==> src/sv/kdpc_pkg.sv <==
package kdpc_pkg;

	localparam int COUNT_WIDTH_DEF = 16;
	localparam int CFG_W = 16;
	localparam int CFG_IDX_W = 2;

	localparam logic [CFG_IDX_W-1:0] REG_DEBOUNCE_TICKS = 2'd0;
	localparam logic [CFG_IDX_W-1:0] REG_LONG_PRESS_TICKS = 2'd1;
	localparam logic [CFG_IDX_W-1:0] REG_ACTIVE_LOW = 2'd2;

	localparam logic [CFG_W-1:0] DEBOUNCE_TICKS_RST = 16'd50;
	localparam logic [CFG_W-1:0] LONG_PRESS_TICKS_RST = 16'd1000;
	localparam logic ACTIVE_LOW_RST = 1'b1;

	typedef enum logic [1:0] {
		ST_UNINIT = 2'd0,
		ST_RELEASED = 2'd1,
		ST_PRESSED = 2'd2
	} kdpc_state_t;

	typedef enum logic [1:0] {
		PH_NONE = 2'd0,
		PH_BEGIN = 2'd1,
		PH_LONG = 2'd2
	} kdpc_phase_t;

	// Debounced state before and after the current request.
	typedef struct packed {
		kdpc_state_t cur;
		kdpc_state_t nxt;
	} kdpc_deb_t;

endpackage

==> src/sv/key_debounce_press_classifier_unit.sv <==
// Each result is registered in the output register when its request is accepted.
// Throughput: one request per cycle while results are taken; the output register frees itself
// in the same cycle that its result is taken, so input and output run back to back.
// Reset: arst_n clears the debounce and press state, both flags and the output valid,
// and loads the configuration registers with their default values.
module key_debounce_press_classifier_unit #(
	parameter int COUNT_WIDTH = kdpc_pkg::COUNT_WIDTH_DEF
) (
	input  logic                          clk,
	input  logic                          arst_n,
	input  logic                          in_valid,
	output logic                          in_ready,
	input  logic                          key_level,
	input  logic                          take_short,
	input  logic                          take_long,
	output logic                          out_valid,
	input  logic                          out_ready,
	output logic                          ready_res,
	output logic                          pressed,
	output logic                          short_press,
	output logic                          long_press,
	output logic                          short_pending,
	output logic                          long_pending,
	input  logic                          cfg_we,
	input  logic [kdpc_pkg::CFG_IDX_W-1:0] cfg_index,
	input  logic [kdpc_pkg::CFG_W-1:0]     cfg_data
);
	import kdpc_pkg::*;

	localparam int CMP_W = (COUNT_WIDTH > CFG_W) ? COUNT_WIDTH : CFG_W;

	logic [CFG_W-1:0] debounce_ticks_q;
	logic [CFG_W-1:0] long_ticks_q;
	logic active_low_q;

	kdpc_phase_t phase_q;
	kdpc_phase_t phase_n;
	logic [COUNT_WIDTH-1:0] hold_q;
	logic [COUNT_WIDTH-1:0] hold_n;
	logic [COUNT_WIDTH-1:0] hold_inc;
	logic short_flag_q;
	logic long_flag_q;
	logic short_set;
	logic long_set;
	logic short_flag_n;
	logic long_flag_n;
	logic got_short;
	logic got_long;
	logic rise;
	logic fall;
	logic accept;

	logic out_valid_q;
	logic ready_res_q;
	logic pressed_q;
	logic short_press_q;
	logic long_press_q;
	logic short_pending_q;
	logic long_pending_q;

	kdpc_deb_t deb;

	assign in_ready = !out_valid_q || out_ready;
	assign accept = in_valid && in_ready;

	always_ff @(posedge clk or negedge arst_n) begin
		if (!arst_n) begin
			debounce_ticks_q <= DEBOUNCE_TICKS_RST;
			long_ticks_q <= LONG_PRESS_TICKS_RST;
			active_low_q <= ACTIVE_LOW_RST;
		end else if (cfg_we) begin
			case (cfg_index)
				REG_DEBOUNCE_TICKS: debounce_ticks_q <= cfg_data;
				REG_LONG_PRESS_TICKS: long_ticks_q <= cfg_data;
				REG_ACTIVE_LOW: active_low_q <= cfg_data[0];
				default: ;
			endcase
		end
	end

	kdpc_debounce #(
		.COUNT_WIDTH(COUNT_WIDTH)
	) u_debounce (
		.clk(clk),
		.arst_n(arst_n),
		.step(accept),
		.key_level(key_level),
		.active_low(active_low_q),
		.debounce_ticks(debounce_ticks_q),
		.deb(deb)
	);

	// The previously seen debounced state always equals the registered one, so an
	// edge is a change between the registered and the updated debounced state.
	assign rise = (deb.cur == ST_RELEASED) && (deb.nxt == ST_PRESSED);
	assign fall = (deb.cur == ST_PRESSED) && (deb.nxt == ST_RELEASED);
	assign hold_inc = (hold_q == {COUNT_WIDTH{1'b1}}) ? hold_q : hold_q + 1'b1;

	always_comb begin
		phase_n = phase_q;
		hold_n = hold_q;
		short_set = 1'b0;
		long_set = 1'b0;
		if (rise) begin
			hold_n = '0;
			phase_n = PH_BEGIN;
		end else if (fall) begin
			short_set = (phase_q == PH_BEGIN);
			phase_n = PH_NONE;
		end else if (phase_q == PH_BEGIN && deb.nxt == ST_PRESSED) begin
			hold_n = hold_inc;
			if (CMP_W'(hold_inc) > CMP_W'(long_ticks_q)) begin
				phase_n = PH_LONG;
				long_set = 1'b1;
			end
		end
		got_short = take_short && (short_flag_q || short_set);
		got_long = take_long && (long_flag_q || long_set);
		short_flag_n = (short_flag_q || short_set) && !take_short;
		long_flag_n = (long_flag_q || long_set) && !take_long;
	end

	always_ff @(posedge clk or negedge arst_n) begin
		if (!arst_n) begin
			phase_q <= PH_NONE;
			hold_q <= '0;
			short_flag_q <= 1'b0;
			long_flag_q <= 1'b0;
			out_valid_q <= 1'b0;
		end else begin
			if (accept) begin
				phase_q <= phase_n;
				hold_q <= hold_n;
				short_flag_q <= short_flag_n;
				long_flag_q <= long_flag_n;
			end
			if (in_ready) begin
				out_valid_q <= in_valid;
			end
		end
	end

	always_ff @(posedge clk) begin
		if (accept) begin
			ready_res_q <= (deb.nxt != ST_UNINIT);
			pressed_q <= (deb.nxt == ST_PRESSED);
			short_press_q <= got_short;
			long_press_q <= got_long;
			short_pending_q <= short_flag_n;
			long_pending_q <= long_flag_n;
		end
	end

	assign out_valid = out_valid_q;
	assign ready_res = ready_res_q;
	assign pressed = pressed_q;
	assign short_press = short_press_q;
	assign long_press = long_press_q;
	assign short_pending = short_pending_q;
	assign long_pending = long_pending_q;

endmodule

==> src/sv/kdpc_debounce.sv <==
module kdpc_debounce #(
	parameter int COUNT_WIDTH = kdpc_pkg::COUNT_WIDTH_DEF
) (
	input  logic                      clk,
	input  logic                      arst_n,
	input  logic                      step,
	input  logic                      key_level,
	input  logic                      active_low,
	input  logic [kdpc_pkg::CFG_W-1:0] debounce_ticks,
	output kdpc_pkg::kdpc_deb_t       deb
);
	import kdpc_pkg::*;

	localparam int CMP_W = (COUNT_WIDTH > CFG_W) ? COUNT_WIDTH : CFG_W;

	kdpc_state_t raw_q;
	kdpc_state_t deb_q;
	logic [COUNT_WIDTH-1:0] stable_q;

	kdpc_state_t now_state;
	kdpc_state_t raw_n;
	kdpc_state_t deb_n;
	logic [COUNT_WIDTH-1:0] stable_n;
	logic [CMP_W-1:0] stable_ext;
	logic [CMP_W-1:0] limit_ext;

	always_comb begin
		now_state = (key_level ^ active_low) ? ST_PRESSED : ST_RELEASED;
		raw_n = now_state;
		if (raw_q != now_state) begin
			stable_n = '0;
		end else if (stable_q == {COUNT_WIDTH{1'b1}}) begin
			stable_n = stable_q;
		end else begin
			stable_n = stable_q + 1'b1;
		end
		stable_ext = CMP_W'(stable_n);
		limit_ext = CMP_W'(debounce_ticks);
		if (deb_q != now_state && stable_ext > limit_ext) begin
			deb_n = now_state;
		end else begin
			deb_n = deb_q;
		end
	end

	always_ff @(posedge clk or negedge arst_n) begin
		if (!arst_n) begin
			raw_q <= ST_UNINIT;
			deb_q <= ST_UNINIT;
			stable_q <= '0;
		end else if (step) begin
			raw_q <= raw_n;
			deb_q <= deb_n;
			stable_q <= stable_n;
		end
	end

	assign deb.cur = deb_q;
	assign deb.nxt = deb_n;

endmodule

==> config.mk <==
export PLATFORM = sky130hd
export DESIGN_NAME = key_debounce_press_classifier_unit
export DESIGN_NICKNAME = d
export VERILOG_FILES = /design/src/sv/kdpc_pkg.sv /design/src/sv/key_debounce_press_classifier_unit.sv /design/src/sv/kdpc_debounce.sv
export SDC_FILE = /design/constraint.sdc
export NUM_CORES = 1
export LEC_CHECK = 0
export BUFFER_PORTS_ARGS = -buffer_cell sky130_fd_sc_hd__buf_2
export CAP_MARGIN = 5
export CORE_ASPECT_RATIO = 0.6
export CORE_MARGIN = 2
export CORE_UTILIZATION = 55
export DETAILED_ROUTE_END_ITERATION = 10
export GPL_TIMING_DRIVEN = 0
export PLACE_DENSITY = 0.87
export SLEW_MARGIN = 20
export SYNTH_ARGS = -nofsm -noshare
export SYNTH_HDL_FRONTEND = slang
export SYNTH_SLANG_ARGS = --single-unit
export TNS_END_PERCENT = 10
==> constraint.sdc <==
create_clock -name clk -period 4 [get_ports clk]
set_clock_uncertainty 0.1 [all_clocks]
set_input_delay 0.2 -clock clk [delete_from_list [all_inputs] [get_ports clk]]
set_output_delay 0.2 -clock clk [all_outputs]
set_load 0.05 [all_outputs]
# Yosys cells after proc, flatten, opt, wreduce, memory -nomap -nowiden
# Index checks and enable logic that the tools add are counted.
[totals]
input_bits = 26
register_bits = 80
out_inout_bits = 8
word_cells = 77
[op_classes]
n_bitwise = 1
order_cmp = 2
muxes = 18
n_reduce_logical = 25
n_eq_ne = 12
n_addsub = 2
[ops]
columns = ["op", "count"]
rows = [
  ["2-to-1 mux 16 bit", 6],
  ["adder 16 x 1 -> 16 bit (second input constant)", 2],
  ["equality test 16 bit (second input constant)", 2],
  ["> comparator 16 bit", 2],
  ["2-to-1 mux 2 bit", 6],
  ["logical AND 1 bit", 9],
  ["equality test 2 x 1 -> 1 bit (second input constant)", 4],
  ["equality test 2 bit (second input constant)", 3],
  ["2-to-1 mux 1 bit", 6],
  ["AND reduction 2 bit", 3],
  ["AND reduction 3 bit", 2],
  ["nonzero test 3 bit", 2],
  ["inequality test 2 bit", 2],
  ["nonzero test 2 bit", 2],
  ["logical NOT 1 bit", 3],
  ["logical OR 1 bit", 3],
  ["logical NOT 2 bit", 1],
  ["inequality test 2 bit (second input constant)", 1],
  ["bitwise XOR 1 bit", 1],
]

# Logic depth before layout (Yosys ltp)
# Gate-level depths: netlist of the first run.
[depth]
word_depth = 14
ltp_mapped = 20
mapped_depth_nobuf = 17

# Hierarchy
# From an unflattened synthesis of the first run, not the netlist that was laid out.
[hier_totals]
cells_unflattened = 527
hier_area_um2 = 5158.7
[modules_own_cells]
columns = ["module", "area_each_um2", "instances", "cells_each"]
rows = [
  ["key_debounce_press_classifier_unit", 3328.2, 1, 310],
  ["kdpc_debounce", 1830.5, 1, 217],
]

# Worst setup path before layout of the first run
# OpenSTA, ideal clock, no wires.
[synth_timing]
kind = "register to register"
start = "reg u_debounce.stable_q[3]"
end = "reg hold_q[0]"
period_less_slack_ns = 4.407
required_time_ns = 3.818
arrival_ns = 4.225
path_buffers = 3
stages_incl_launch_ff = 21
setup_slack_ns = -0.407
path_cell_list = "dfrtp_1 buf_2 and4_1 and3_1 nand3_1 nor4_2 nor2_1 nand3_1 xor2_1 nor2_1 ha_1 a21o_1 nand3_1 a211oi_1 nor4b_1 o21ai_0 a21oi_4 buf_6 buf_2 nand2_1 a31oi_1"
[synth_between]
elab_chain_cells = 10
word_cells_on_any_way = 16
cone_classes = "add/sub (1); order compare (1); eq/ne (4); mux (4); reduce/logical (6)"
[synth_lines]
columns = ["item", "line_no", "source"]
rows = [
  ["start, declared", "kdpc_debounce.sv:18", "logic [COUNT_WIDTH-1:0] stable_q;"],
  ["start signal, assigned", "kdpc_debounce.sv:54", "stable_q <= stable_n;"],
  ["adder 16 x 1 -> 16 bit or equality test 16 bit (tied branches)", "kdpc_debounce.sv:35, kdpc_debounce.sv:32", ""],
  ["2-to-1 mux 16 bit *", "kdpc_debounce.sv:32", "end else if (stable_q == {COUNT_WIDTH{1'b1}}) begin"],
  ["2-to-1 mux 16 bit *", "kdpc_debounce.sv:30", "if (raw_q != now_state) begin"],
  ["named net u_debounce.stable_ext[5]", "kdpc_debounce.sv:24", "logic [CMP_W-1:0] stable_ext;"],
  ["> comparator 16 bit *", "kdpc_debounce.sv:39", "if (deb_q != now_state && stable_ext > limit_ext) begin"],
  ["logical AND 1 bit *", "kdpc_debounce.sv:39", ""],
  ["2-to-1 mux 2 bit *", "kdpc_debounce.sv:39", ""],
  ["equality test 2 bit or equality test 2 x 1 -> 1 bit (tied branches)", "key_debounce_press_classifier_unit.sv:95, key_debounce_press_classifier_unit.sv:110, key_debounce_press_classifier_unit.sv:96", ""],
  ["logical AND 1 bit, on equally long branches", "key_debounce_press_classifier_unit.sv:95, key_debounce_press_classifier_unit.sv:96, key_debounce_press_classifier_unit.sv:110", ""],
  ["inequality test 2 bit (no source line) or nonzero test 2 bit (tied branches)", "--", ""],
  ["AND reduction 3 bit (no source line)", "--", ""],
  ["end signal, assigned", "key_debounce_press_classifier_unit.sv:133", "hold_q <= hold_n;"],
  ["end, declared", "key_debounce_press_classifier_unit.sv:38", "logic [COUNT_WIDTH-1:0] hold_q;"],
]
# The timed path passes the listed nets; every way through them passes the cells marked *.
# A chain may end at the register's enable or synchronous reset.

# Worst setup path after layout of the first run
[layout_timing]
start = "reg hold_q[4]"
end = "reg long_press_q (netlist: long_press), data pin"
[layout_between]
elab_chain_cells = 9
word_cells_on_any_way = 10
cone_classes = "add/sub (1); order compare (1); eq/ne (1); mux (5); reduce/logical (2)"
[layout_lines]
columns = ["item", "line_no", "source"]
rows = [
  ["adder 16 x 1 -> 16 bit or equality test 16 bit (tied branches)", "key_debounce_press_classifier_unit.sv:97", "assign hold_inc = (hold_q == {COUNT_WIDTH{1'b1}}) ? hold_q : hold_q + 1'b1;"],
  ["2-to-1 mux 16 bit *", "key_debounce_press_classifier_unit.sv:97", ""],
  ["> comparator 16 bit *", "key_debounce_press_classifier_unit.sv:112", "if (CMP_W'(hold_inc) > CMP_W'(long_ticks_q)) begin"],
  ["2-to-1 mux 1 bit *", "key_debounce_press_classifier_unit.sv:112", ""],
  ["2-to-1 mux 1 bit *", "key_debounce_press_classifier_unit.sv:110", "end else if (phase_q == PH_BEGIN && deb.nxt == ST_PRESSED) begin"],
  ["2-to-1 mux 1 bit *", "key_debounce_press_classifier_unit.sv:107", "end else if (fall) begin"],
  ["2-to-1 mux 1 bit *", "key_debounce_press_classifier_unit.sv:104", "if (rise) begin"],
  ["logical OR 1 bit *", "key_debounce_press_classifier_unit.sv:118", "got_long = take_long && (long_flag_q || long_set);"],
  ["logical AND 1 bit *", "key_debounce_press_classifier_unit.sv:118", ""],
  ["named net got_long", "key_debounce_press_classifier_unit.sv:48", "logic got_long;"],
  ["end signal, assigned", "key_debounce_press_classifier_unit.sv:148", "long_press_q <= got_long;"],
  ["end, declared", "key_debounce_press_classifier_unit.sv:57", "logic long_press_q;"],
]
# Marks and branches as above.

==> results of run 1 <==
final timing paths:
| path | start | to | cells after the start |
|---|---|---|---|
| setup / recovery | hold_q[4] | long_press | 15 |
| hold / removal | cfg_data[11] | debounce_ticks_q[11] | 3 |
| setup reg to reg | hold_q[4] | long_press | 15 |
| hold reg to reg | long_ticks_q[2] | long_ticks_q[2] | 1 |
| max in group asynchronous | arst_n | debounce_ticks_q[4] | 3 |
| min in group asynchronous | arst_n | u_debounce.stable_q[14] | 2 |
placed cells by master (no fill, tap or decap), types with 5 or more instances in the layout:
cell	n
sky130_fd_sc_hd__a21oi_1	33
sky130_fd_sc_hd__a22o_1	9
sky130_fd_sc_hd__a31oi_1	13
sky130_fd_sc_hd__buf_2	33
sky130_fd_sc_hd__buf_4	26
sky130_fd_sc_hd__buf_6	6
sky130_fd_sc_hd__clkbuf_1	9
sky130_fd_sc_hd__clkbuf_16	9
sky130_fd_sc_hd__dfrtp_1	62
sky130_fd_sc_hd__dfstp_2	10
sky130_fd_sc_hd__dlygate4sd3_1	6
sky130_fd_sc_hd__edfxtp_1	6
sky130_fd_sc_hd__ha_1	34
sky130_fd_sc_hd__inv_1	40
sky130_fd_sc_hd__mux2_2	20
sky130_fd_sc_hd__nand2_1	63
sky130_fd_sc_hd__nand2_2	5
sky130_fd_sc_hd__nand2b_1	10
sky130_fd_sc_hd__nand3_1	12
sky130_fd_sc_hd__nand4_1	11
sky130_fd_sc_hd__nor2_1	28
sky130_fd_sc_hd__o21ai_0	35
sky130_fd_sc_hd__o31ai_1	6
sky130_fd_sc_hd__xnor2_1	9
sky130_fd_sc_hd__xor2_1	9
flip-flops by register name (all words and copies together) (netlist names), 2 cells and up:
signal               cells
u_debounce.raw_q         2
debounce_ticks_q        16
u_debounce.stable_q     16
u_debounce.deb_q         2
hold_q                  16
phase_q                  2
long_ticks_q            16
Yosys cell counts, types with 3 or more instances:
cell type,n
sky130_fd_sc_hd__clkbuf_1,8
sky130_fd_sc_hd__and3_1,4
sky130_fd_sc_hd__a31oi_1,13
sky130_fd_sc_hd__inv_1,40
sky130_fd_sc_hd__nand4_1,11
sky130_fd_sc_hd__nand2_1,68
sky130_fd_sc_hd__nand2b_1,10
sky130_fd_sc_hd__nor4_1,3
sky130_fd_sc_hd__ha_1,34
sky130_fd_sc_hd__a22o_1,9
sky130_fd_sc_hd__o21ai_0,36
sky130_fd_sc_hd__mux2_2,20
sky130_fd_sc_hd__mux2i_1,5
sky130_fd_sc_hd__nand3b_1,3
sky130_fd_sc_hd__edfxtp_1,6
sky130_fd_sc_hd__a211oi_1,4
sky130_fd_sc_hd__xor2_1,11
sky130_fd_sc_hd__nor2_1,32
sky130_fd_sc_hd__dfstp_2,10
sky130_fd_sc_hd__a21oi_1,38
sky130_fd_sc_hd__nor3_1,6
sky130_fd_sc_hd__o31ai_1,6
sky130_fd_sc_hd__dfrtp_1,64
sky130_fd_sc_hd__and4_1,3
sky130_fd_sc_hd__buf_6,3
sky130_fd_sc_hd__nor2b_1,4
sky130_fd_sc_hd__nand3_1,14
sky130_fd_sc_hd__a21o_1,4
sky130_fd_sc_hd__xnor2_1,10
cells by family after synthesis:
kind of cell    synth area share
mux                      0.05784
xor+xnor                 0.03864
simple gates              0.1832
compound gates            0.1535
flops                     0.4295
fa+ha+maj                0.08938
buf+inv                  0.04784
worst max-delay path, cell delays in order, from the launching register on:
cell and delay, ns:
sky130_fd_sc_hd__dfrtp_1 0.42, sky130_fd_sc_hd__and4_1 0.28, sky130_fd_sc_hd__nand4_1 0.18, sky130_fd_sc_hd__or2_4 0.29
sky130_fd_sc_hd__or4_4 0.51, sky130_fd_sc_hd__buf_6 0.15, sky130_fd_sc_hd__and2_4 0.15, sky130_fd_sc_hd__buf_6 0.12
sky130_fd_sc_hd__nor2b_1 0.17, sky130_fd_sc_hd__xnor2_1 0.14, sky130_fd_sc_hd__ha_1 0.32, sky130_fd_sc_hd__nand4_1 0.16
sky130_fd_sc_hd__nor4_1 0.51, sky130_fd_sc_hd__nor3_2 0.11, sky130_fd_sc_hd__a21oi_1 0.24, sky130_fd_sc_hd__nor2b_1 0.08
what timing repair did:
item	4_1_cts	5_1_grt
resized for setup	32	15
gates cloned	0	0
setup endpoints to repair	28	28
hold endpoints to repair	32	0
hold buffers	6	0
pin swaps	19	20
setup buffers	19	10
where the power goes:
part           switching, mW  internal [mW]
Sequential            0.0463          0.906
Clock                  0.329          0.560
Combinational          0.241          0.154
per-layer routing:
| layer | vias to the layer above | track usage |
|---|---|---|
| met5 | - | 0 |
| met2 | 183 | 0.4224 |
| met1 | 2102 | 0.4181 |
| met4 | 0 | 0.07865 |
| li1 | 1967 | - |
| met3 | 19 | 0.07560 |
per-stage QoR:
step	worst slack [ns]	setup TNS [ns]	total power, mW
3_3_place_gp	-0.7928	-15.76	1.279
6_report	-0.2103	-2.251	2.237
2_1_floorplan	0.01058	0	1.185
5_1_grt	-0.3532	-5.826	2.326
4_1_cts	-0.1251	-1.586	2.217
3_5_place_dp	-0.8578	-17.51	1.306
layout make-up:
cell class / instances / area (um2)
Clock buffer: 12 / 246.5
Fill cell: 606 / 2485
Tap cell: 112 / 140.1
Sequential cell: 80 / 2047
Multi-Input combinational cell: 376 / 2736
Buffer: 12 / 85.08
Inverter: 41 / 153.9
Timing Repair Buffer: 69 / 496.7
Clock inverter: 4 / 67.56
==> parameters.txt, run 1 <==
Parameter                              Value

Floorplan
  # rows    26
  Core Region    8458 um2
  Horizontal die dimension    124.1 um
  Effective utilization at floorplan    0.5627
  Y dimension of the die    76.06 um
  Number of top-level pins    34
  Floorplan die area    9438 um2

Setup path
  Critical path peak fanout    7
  Required time of the critical path    3.99 ns
  Crit path kind    register to register
  Crit end category    register
  Arrival @ worst endpoint    4.20 ns
  Nature of the critical path startpoint    register
  R2R Setup Slk    -0.21 ns

Cells and area
  Post-route design area    5973 um2
  Fraction of final layout cells with drive strength greater than 1    0.2710
  Net count of the finished layout    649
  Layout-stage area growth over the synthesis result    25.50%
  Antenna Diode Count    0
  Final design utilization    0.7062
  Number of cells in the finished layout apart from fillers    706

Yosys
  Top cells by area in the synthesized netlist    sky130_fd_sc_hd__dfrtp_1 34%, sky130_fd_sc_hd__ha_1 8.9%, sky130_fd_sc_hd__dfstp_2 5.5%
  Post-Synthesis Net Count    570
  Commonest register cell after synthesis    sky130_fd_sc_hd__dfrtp_1
  Number of enable-type register cells in the synthesized netlist    6
  Synth async-reset ratio    0.9250
  Fraction of the yosys area taken by sequential cells    0.4295
  Synthesized cell area    4760 um2
  Cell type with the highest aggregate area in the netlist    sky130_fd_sc_hd__dfrtp_1
  Number of warning messages in the yosys log    0
  Post-synthesis average cell area    9.332 um2
  Area share of the largest cell type after synthesis    0.3365
  Post-Synthesis Cells    510
  Register bit count reported by yosys    80
  Count of cell types in the netlist    54

Place
  Area after detailed placement    5161 um2
  Buffers added on ports    33
  DP HPWL    8833 um
  Placed insts    656
  Routability congestion estimate    0.9037

Power
  Worst ir drop on vdd    0.3036 mV
  Standby leakage power    2.736 nW
  Power per cell area    374.4 nW/um2

STA
  Slew headroom    0.3872
  Number of hold violations in the final report    0
  Portion of the clock cycle consumed by the worst path in the final layout    1.053
  Setup violations, final    20
  Period minus WS final    4.210 ns
  Final Worst Setup Slack    -0.2103 ns
  Highest achievable clock rate    0.2375 GHz
  Hold WS    0.01061 ns
  Final max-slew violation count    0
  RSZ-0062 raised after global routing    true
  Measured slew at the worst slew-check pin    0.9191 ns

Clock tree
  Clock insertion delay at the later pin of the skew report    0.34 ns
  Total clock buffers created by CTS    9
  Clock root buffer master    sky130_fd_sc_hd__clkbuf_16
  Number of sinks on the clock net    80
  Clock edge transition at the registers on the reported setup and hold paths    0.06 ns
  Bufs on Longest Clock Path    2
  Number of levels the H-tree was split into    3
  CTS tree    yes

Drt
  Mean number of vias per cell    6.050
  Number of routed nets with antenna violations    0
  Number of iterations in the first detailed-routing pass    5
  Met3 wire len    1050 um
  Met2 wirelength from detailed routing    5679 um
  Number of vias after detailed routing    4271
  Top metal layer carrying routed signals    met4
  Wire length on met1    5982 um
  Initial detailed-routing violation count    323
  Wirelength, routed    12910 um
  Final routed wire length divided by cell count    18.29 um
  Residual DRC count    0

GRT
  Global-route wire length before repair    20810 um
  Vias in the first global route    4216
  Pin count of the biggest net entering global routing    48
  GRT Resource Usage Total    0.2868
  Antenna violations before repair    0
  Gr ovfl total    0

Status
  Violated checks    negative setup slack
  Status    finished with violations

Min path
  Worst min-delay path class    input port to register

Job
  Count of maximum capacitance violations    0
(Power assumes the default switching activity.)
==> run 2: changes to the inputs <==
--- a/config.mk
+++ b/config.mk
@@ -13,7 +13,7 @@
 export DETAILED_ROUTE_END_ITERATION = 10
 export GPL_TIMING_DRIVEN = 0
 export PLACE_DENSITY = 0.87
-export SLEW_MARGIN = 20
+export SLEW_MARGIN = 25
 export SYNTH_ARGS = -nofsm -noshare
 export SYNTH_HDL_FRONTEND = slang
 export SYNTH_SLANG_ARGS = --single-unit
==> constraint.sdc (replaced) <==
create_clock -name clk -period 3.8 [get_ports clk]
set_clock_uncertainty 0.1 [all_clocks]
set_input_delay 0.19 -clock clk [delete_from_list [all_inputs] [get_ports clk]]
set_output_delay 0.19 -clock clk [all_outputs]
set_load 0.05 [all_outputs]
==> run 2 against run 1 <==
Against the previous run:
- the run still ends with negative setup slack left
- die area unchanged
- non-clock buffer count grew 34
- maximum frequency fell by 3.5%
- combinational power increased by 16%
- count of clock-buffer cells in the layout is 3 higher
- via count rose by 11%
- sequential power increased by 6%
- register-to-register slack got worse by 0.35 ns
- routed wire length up 21%
- critical path type unchanged
- critical endpoint is now hold_q[11]
- largest cell class unchanged
==> parameters.txt, run 2 (synthesized netlist as in run 1, its figures left out) <==
Parameter                              Value

Job
  Count of maximum capacitance violations    0 (unchanged)

Drt
  Initial detailed-routing violation count    600 (+86%)
  Number of iterations in the first detailed-routing pass    5 (unchanged)
  Number of vias after detailed routing    4760 (+11%)
  Number of routed nets with antenna violations    0 (unchanged)
  Mean number of vias per cell    6.424 (+6.2%)
  Wirelength, routed    15670 um (+21%)
  Final routed wire length divided by cell count    21.15 um (+16%)
  Residual DRC count    0 (unchanged)

Setup path
  Critical path's largest stage delay    0.45 ns (-0.06 ns)
  Capturing point of the worst reg2reg path    hold_q[11]
  Crit end category    register
  Cell mode on critical path    sky130_fd_sc_hd__buf_6
  Arrival @ worst endpoint    4.50 ns (+0.30 ns)
  R2R Setup Slk    -0.56 ns (-0.35 ns)
  Crit-path slowest cell    sky130_fd_sc_hd__or3_4
  Series of cell instances along the critical path    and4_4, and3_4, nand3_4, nor4_4, buf_6, buf_6, nor2_4, nand2_2, xor2_1, nor2_1, ha_1, nand4_1, or3_4, a21oi_4, nor4b_4, a211o_2, a21oi_4, buf_6, buf_6, a21oi_1, a31oi_1
  Required time of the critical path    3.94 ns (-0.05 ns)
  First element of the critical path    u_debounce.stable_q[3]
  Crit path kind    register to register
  Launch point of the worst reg-to-reg path    u_debounce.stable_q[3]
  Critical path peak fanout    5 (-2)
  Logic depth of the worst register-to-register path    21 (+6)
  Nature of the critical path startpoint    register
  Worst setup path end    hold_q[11]

Clock tree
  Clock edge transition at the registers on the reported setup and hold paths    0.06 ns (about the same)
  Clock root buffer master    sky130_fd_sc_hd__clkbuf_16
  Number of sinks on the clock net    80 (unchanged)
  CTS tree    yes
  Bufs on Longest Clock Path    2 (unchanged)
  Total clock buffers created by CTS    9 (unchanged)
  Number of levels the H-tree was split into    3 (unchanged)
  Clock insertion delay at the later pin of the skew report    0.35 ns (about the same)

STA
  Final-layout setup total negative slack    -10.55 ns (-8.302 ns)
  Highest achievable clock rate    0.2293 GHz (-3.5%)
  Slew headroom    0.3720 (-0.01519)
  Final max-slew violation count    0 (unchanged)
  Setup violations, final    29 (+45%)
  Portion of the clock cycle consumed by the worst path in the final layout    1.148 (+0.09525)
  Final Worst Setup Slack    -0.5617 ns (-0.3514 ns)
  Period minus WS final    4.362 ns (+0.1514 ns)
  RSZ-0062 raised after global routing    true
  Number of hold violations in the final report    0 (unchanged)
  Measured slew at the worst slew-check pin    0.9419 ns (+0.02279 ns)

GRT
  Vias in the first global route    4717 (+12%)
  Gr ovfl total    0 (unchanged)
  Pin count of the biggest net entering global routing    45 (-6.3%)
  Antenna violations before repair    0 (unchanged)
  Global-route wire length before repair    23650 um (+14%)
  GRT Resource Usage Total    0.3306 (+0.04381)

Power
  Sum of internal, switching and leakage power    2.279 mW (+1.9%)
  Switching power    0.6872 mW (+11%)
  Worst ir drop on vdd    0.2773 mV (-8.7%)
  Register share of total power    0.443 (+0.017)
  Clock network power share    0.356 (-0.042)
  P_int    1.592 mW (-1.7%)
  Standby leakage power    2.935 nW (+7.3%)
  Power per cell area    359.8 nW/um2 (-3.9%)
  Part of the power in combinational logic    0.201 (+0.024)
  Switching part of the total power    0.3015 (+0.02588)

Floorplan
  Y dimension of the die    76.06 um (unchanged)
  Number of top-level pins    34 (unchanged)
  # rows    26 (unchanged)
  Floorplan die area    9438 um2 (unchanged)
  Horizontal die dimension    124.1 um (unchanged)
  Effective utilization at floorplan    0.5627 (unchanged)
  Core Region    8458 um2 (unchanged)

Place
  Buffers added on ports    33 (unchanged)
  Placed insts    656 (unchanged)
  Routability congestion estimate    0.9181 (+1.6%)
  DP HPWL    9054 um (+2.5%)
  Post-placement setup slack    -0.9321 ns (-0.07436 ns)

Min path
  Worst Hold Depth    3 (unchanged)
  Worst min-delay path class    input port to register

Cells and area
  Final design utilization    0.7490 (+0.04275)
  Antenna Diode Count    0 (unchanged)
  Number of cells in the finished layout apart from fillers    741 (+5.0%)
  Layout-stage area growth over the synthesis result    33.10%
  Net count of the finished layout    684 (+5.4%)
  Most frequent standard cell in the layout excluding fill and tap cells    sky130_fd_sc_hd__nand2_1
  Most used cells in the layout excluding fill and tap cells    61 x sky130_fd_sc_hd__nand2_1, 59 x sky130_fd_sc_hd__dfrtp_1, 45 x sky130_fd_sc_hd__buf_4, 40 x sky130_fd_sc_hd__inv_1, 34 x sky130_fd_sc_hd__ha_1
  Fraction of final layout cells with drive strength greater than 1    0.3180 (+0.04692)
  Fill count    554 (-8.6%)

Status
  Status    finished with violations
  Violated checks    negative setup slack
[run 2: cell types whose count changed in the layout (fill, tap and decap cells not counted), sizes merged]
cell,change
nor2,+1
bufinv,-2
clkinv,-1
buf,+25
dlygate4sd3,+8
clkbuf,+4
[run 2: critical path, delay by kind of cell (launching register included)]
kind / cells / cell delay (ns)
xor gates and xnor gates: 1 / 0.14
adders and majority gates: 1 / 0.30
buffers and inverters: 4 / 0.55
DFF: 1 / 0.37
and+or+nand+nor: 10 / 1.71
AOI/OAI and AO/OA: 5 / 1.06
[run 2: area by class of cell]
cell class,instances,area (um2),share of cell area
multi-input combinational,377,2829,0.4466
sequential,80,2051,0.3237
timing repair buffer,103,815.8,0.1288
clock buffer,15,257.7,0.04069
inverter,41,153.9,0.02429
tap,112,140.1,0.02212
buffer,12,82.58,0.01304
clock inverter,1,5.005,0.0007900
[run 2: timing repair]
| item | 4_1_cts | 5_1_grt |
|---|---|---|
| pin swaps | 33 | 29 |
| cloned | 1 | 1 |
| setup buffers | 42 | 12 |
| resized for setup | 44 | 26 |
| hold endpoints to repair | 50 | 0 |
| hold buffers | 14 | 0 |
| endpoints found under the setup margin | 28 | 29 |
[run 2: power by group through the flow]
stage	Clock [mW]	Sequential (mW)	Combinational, mW
2_1_floorplan	0	1.01	0.239
3_3_place_gp	0	1.01	0.339
3_5_place_dp	0	1.01	0.367
4_1_cts	0.803	1.00	0.407
5_1_grt	0.844	1.02	0.498
6_report	0.812	1.01	0.458
[run 2: per-layer routing]
metal / GRT usage / routed length (um) / part of all wire / vias to the layer above
met1: 0.4337 / 6249 / 0.40 / 2313
met5: 0 / 0 / 0 / -
met2: 0.5033 / 7113 / 0.45 / 335
met4: 0.1517 / 681 / 0.043 / 0
met3: 0.09880 / 1629 / 0.10 / 77
li1: - / - / - / 2035
[run 2: worst min-delay path by stage]
stage	startpoint	end	slack [ns]
2_1_floorplan	arst_n	debounce_ticks_q[0]	-0.21
3_3_place_gp	take_long	long_flag_q	0.29
3_5_place_dp	arst_n	u_debounce.stable_q[12]	0.13
4_1_cts	cfg_data[7]	debounce_ticks_q[7]	0.002
5_1_grt	cfg_data[6]	long_ticks_q[6]	0.006
6_report	cfg_data[6]	debounce_ticks_q[6]	0.002
[run 2: metrics by stage]
stage	area [um2]	hold WS, ns
3_5_place_dp	5177	0.1282
3_3_place_gp	5155	0.2888
5_1_grt	6335	0.006413
6_report	6335	0.002078
2_1_floorplan	4850	-0.2056
4_1_cts	6156	0.001879
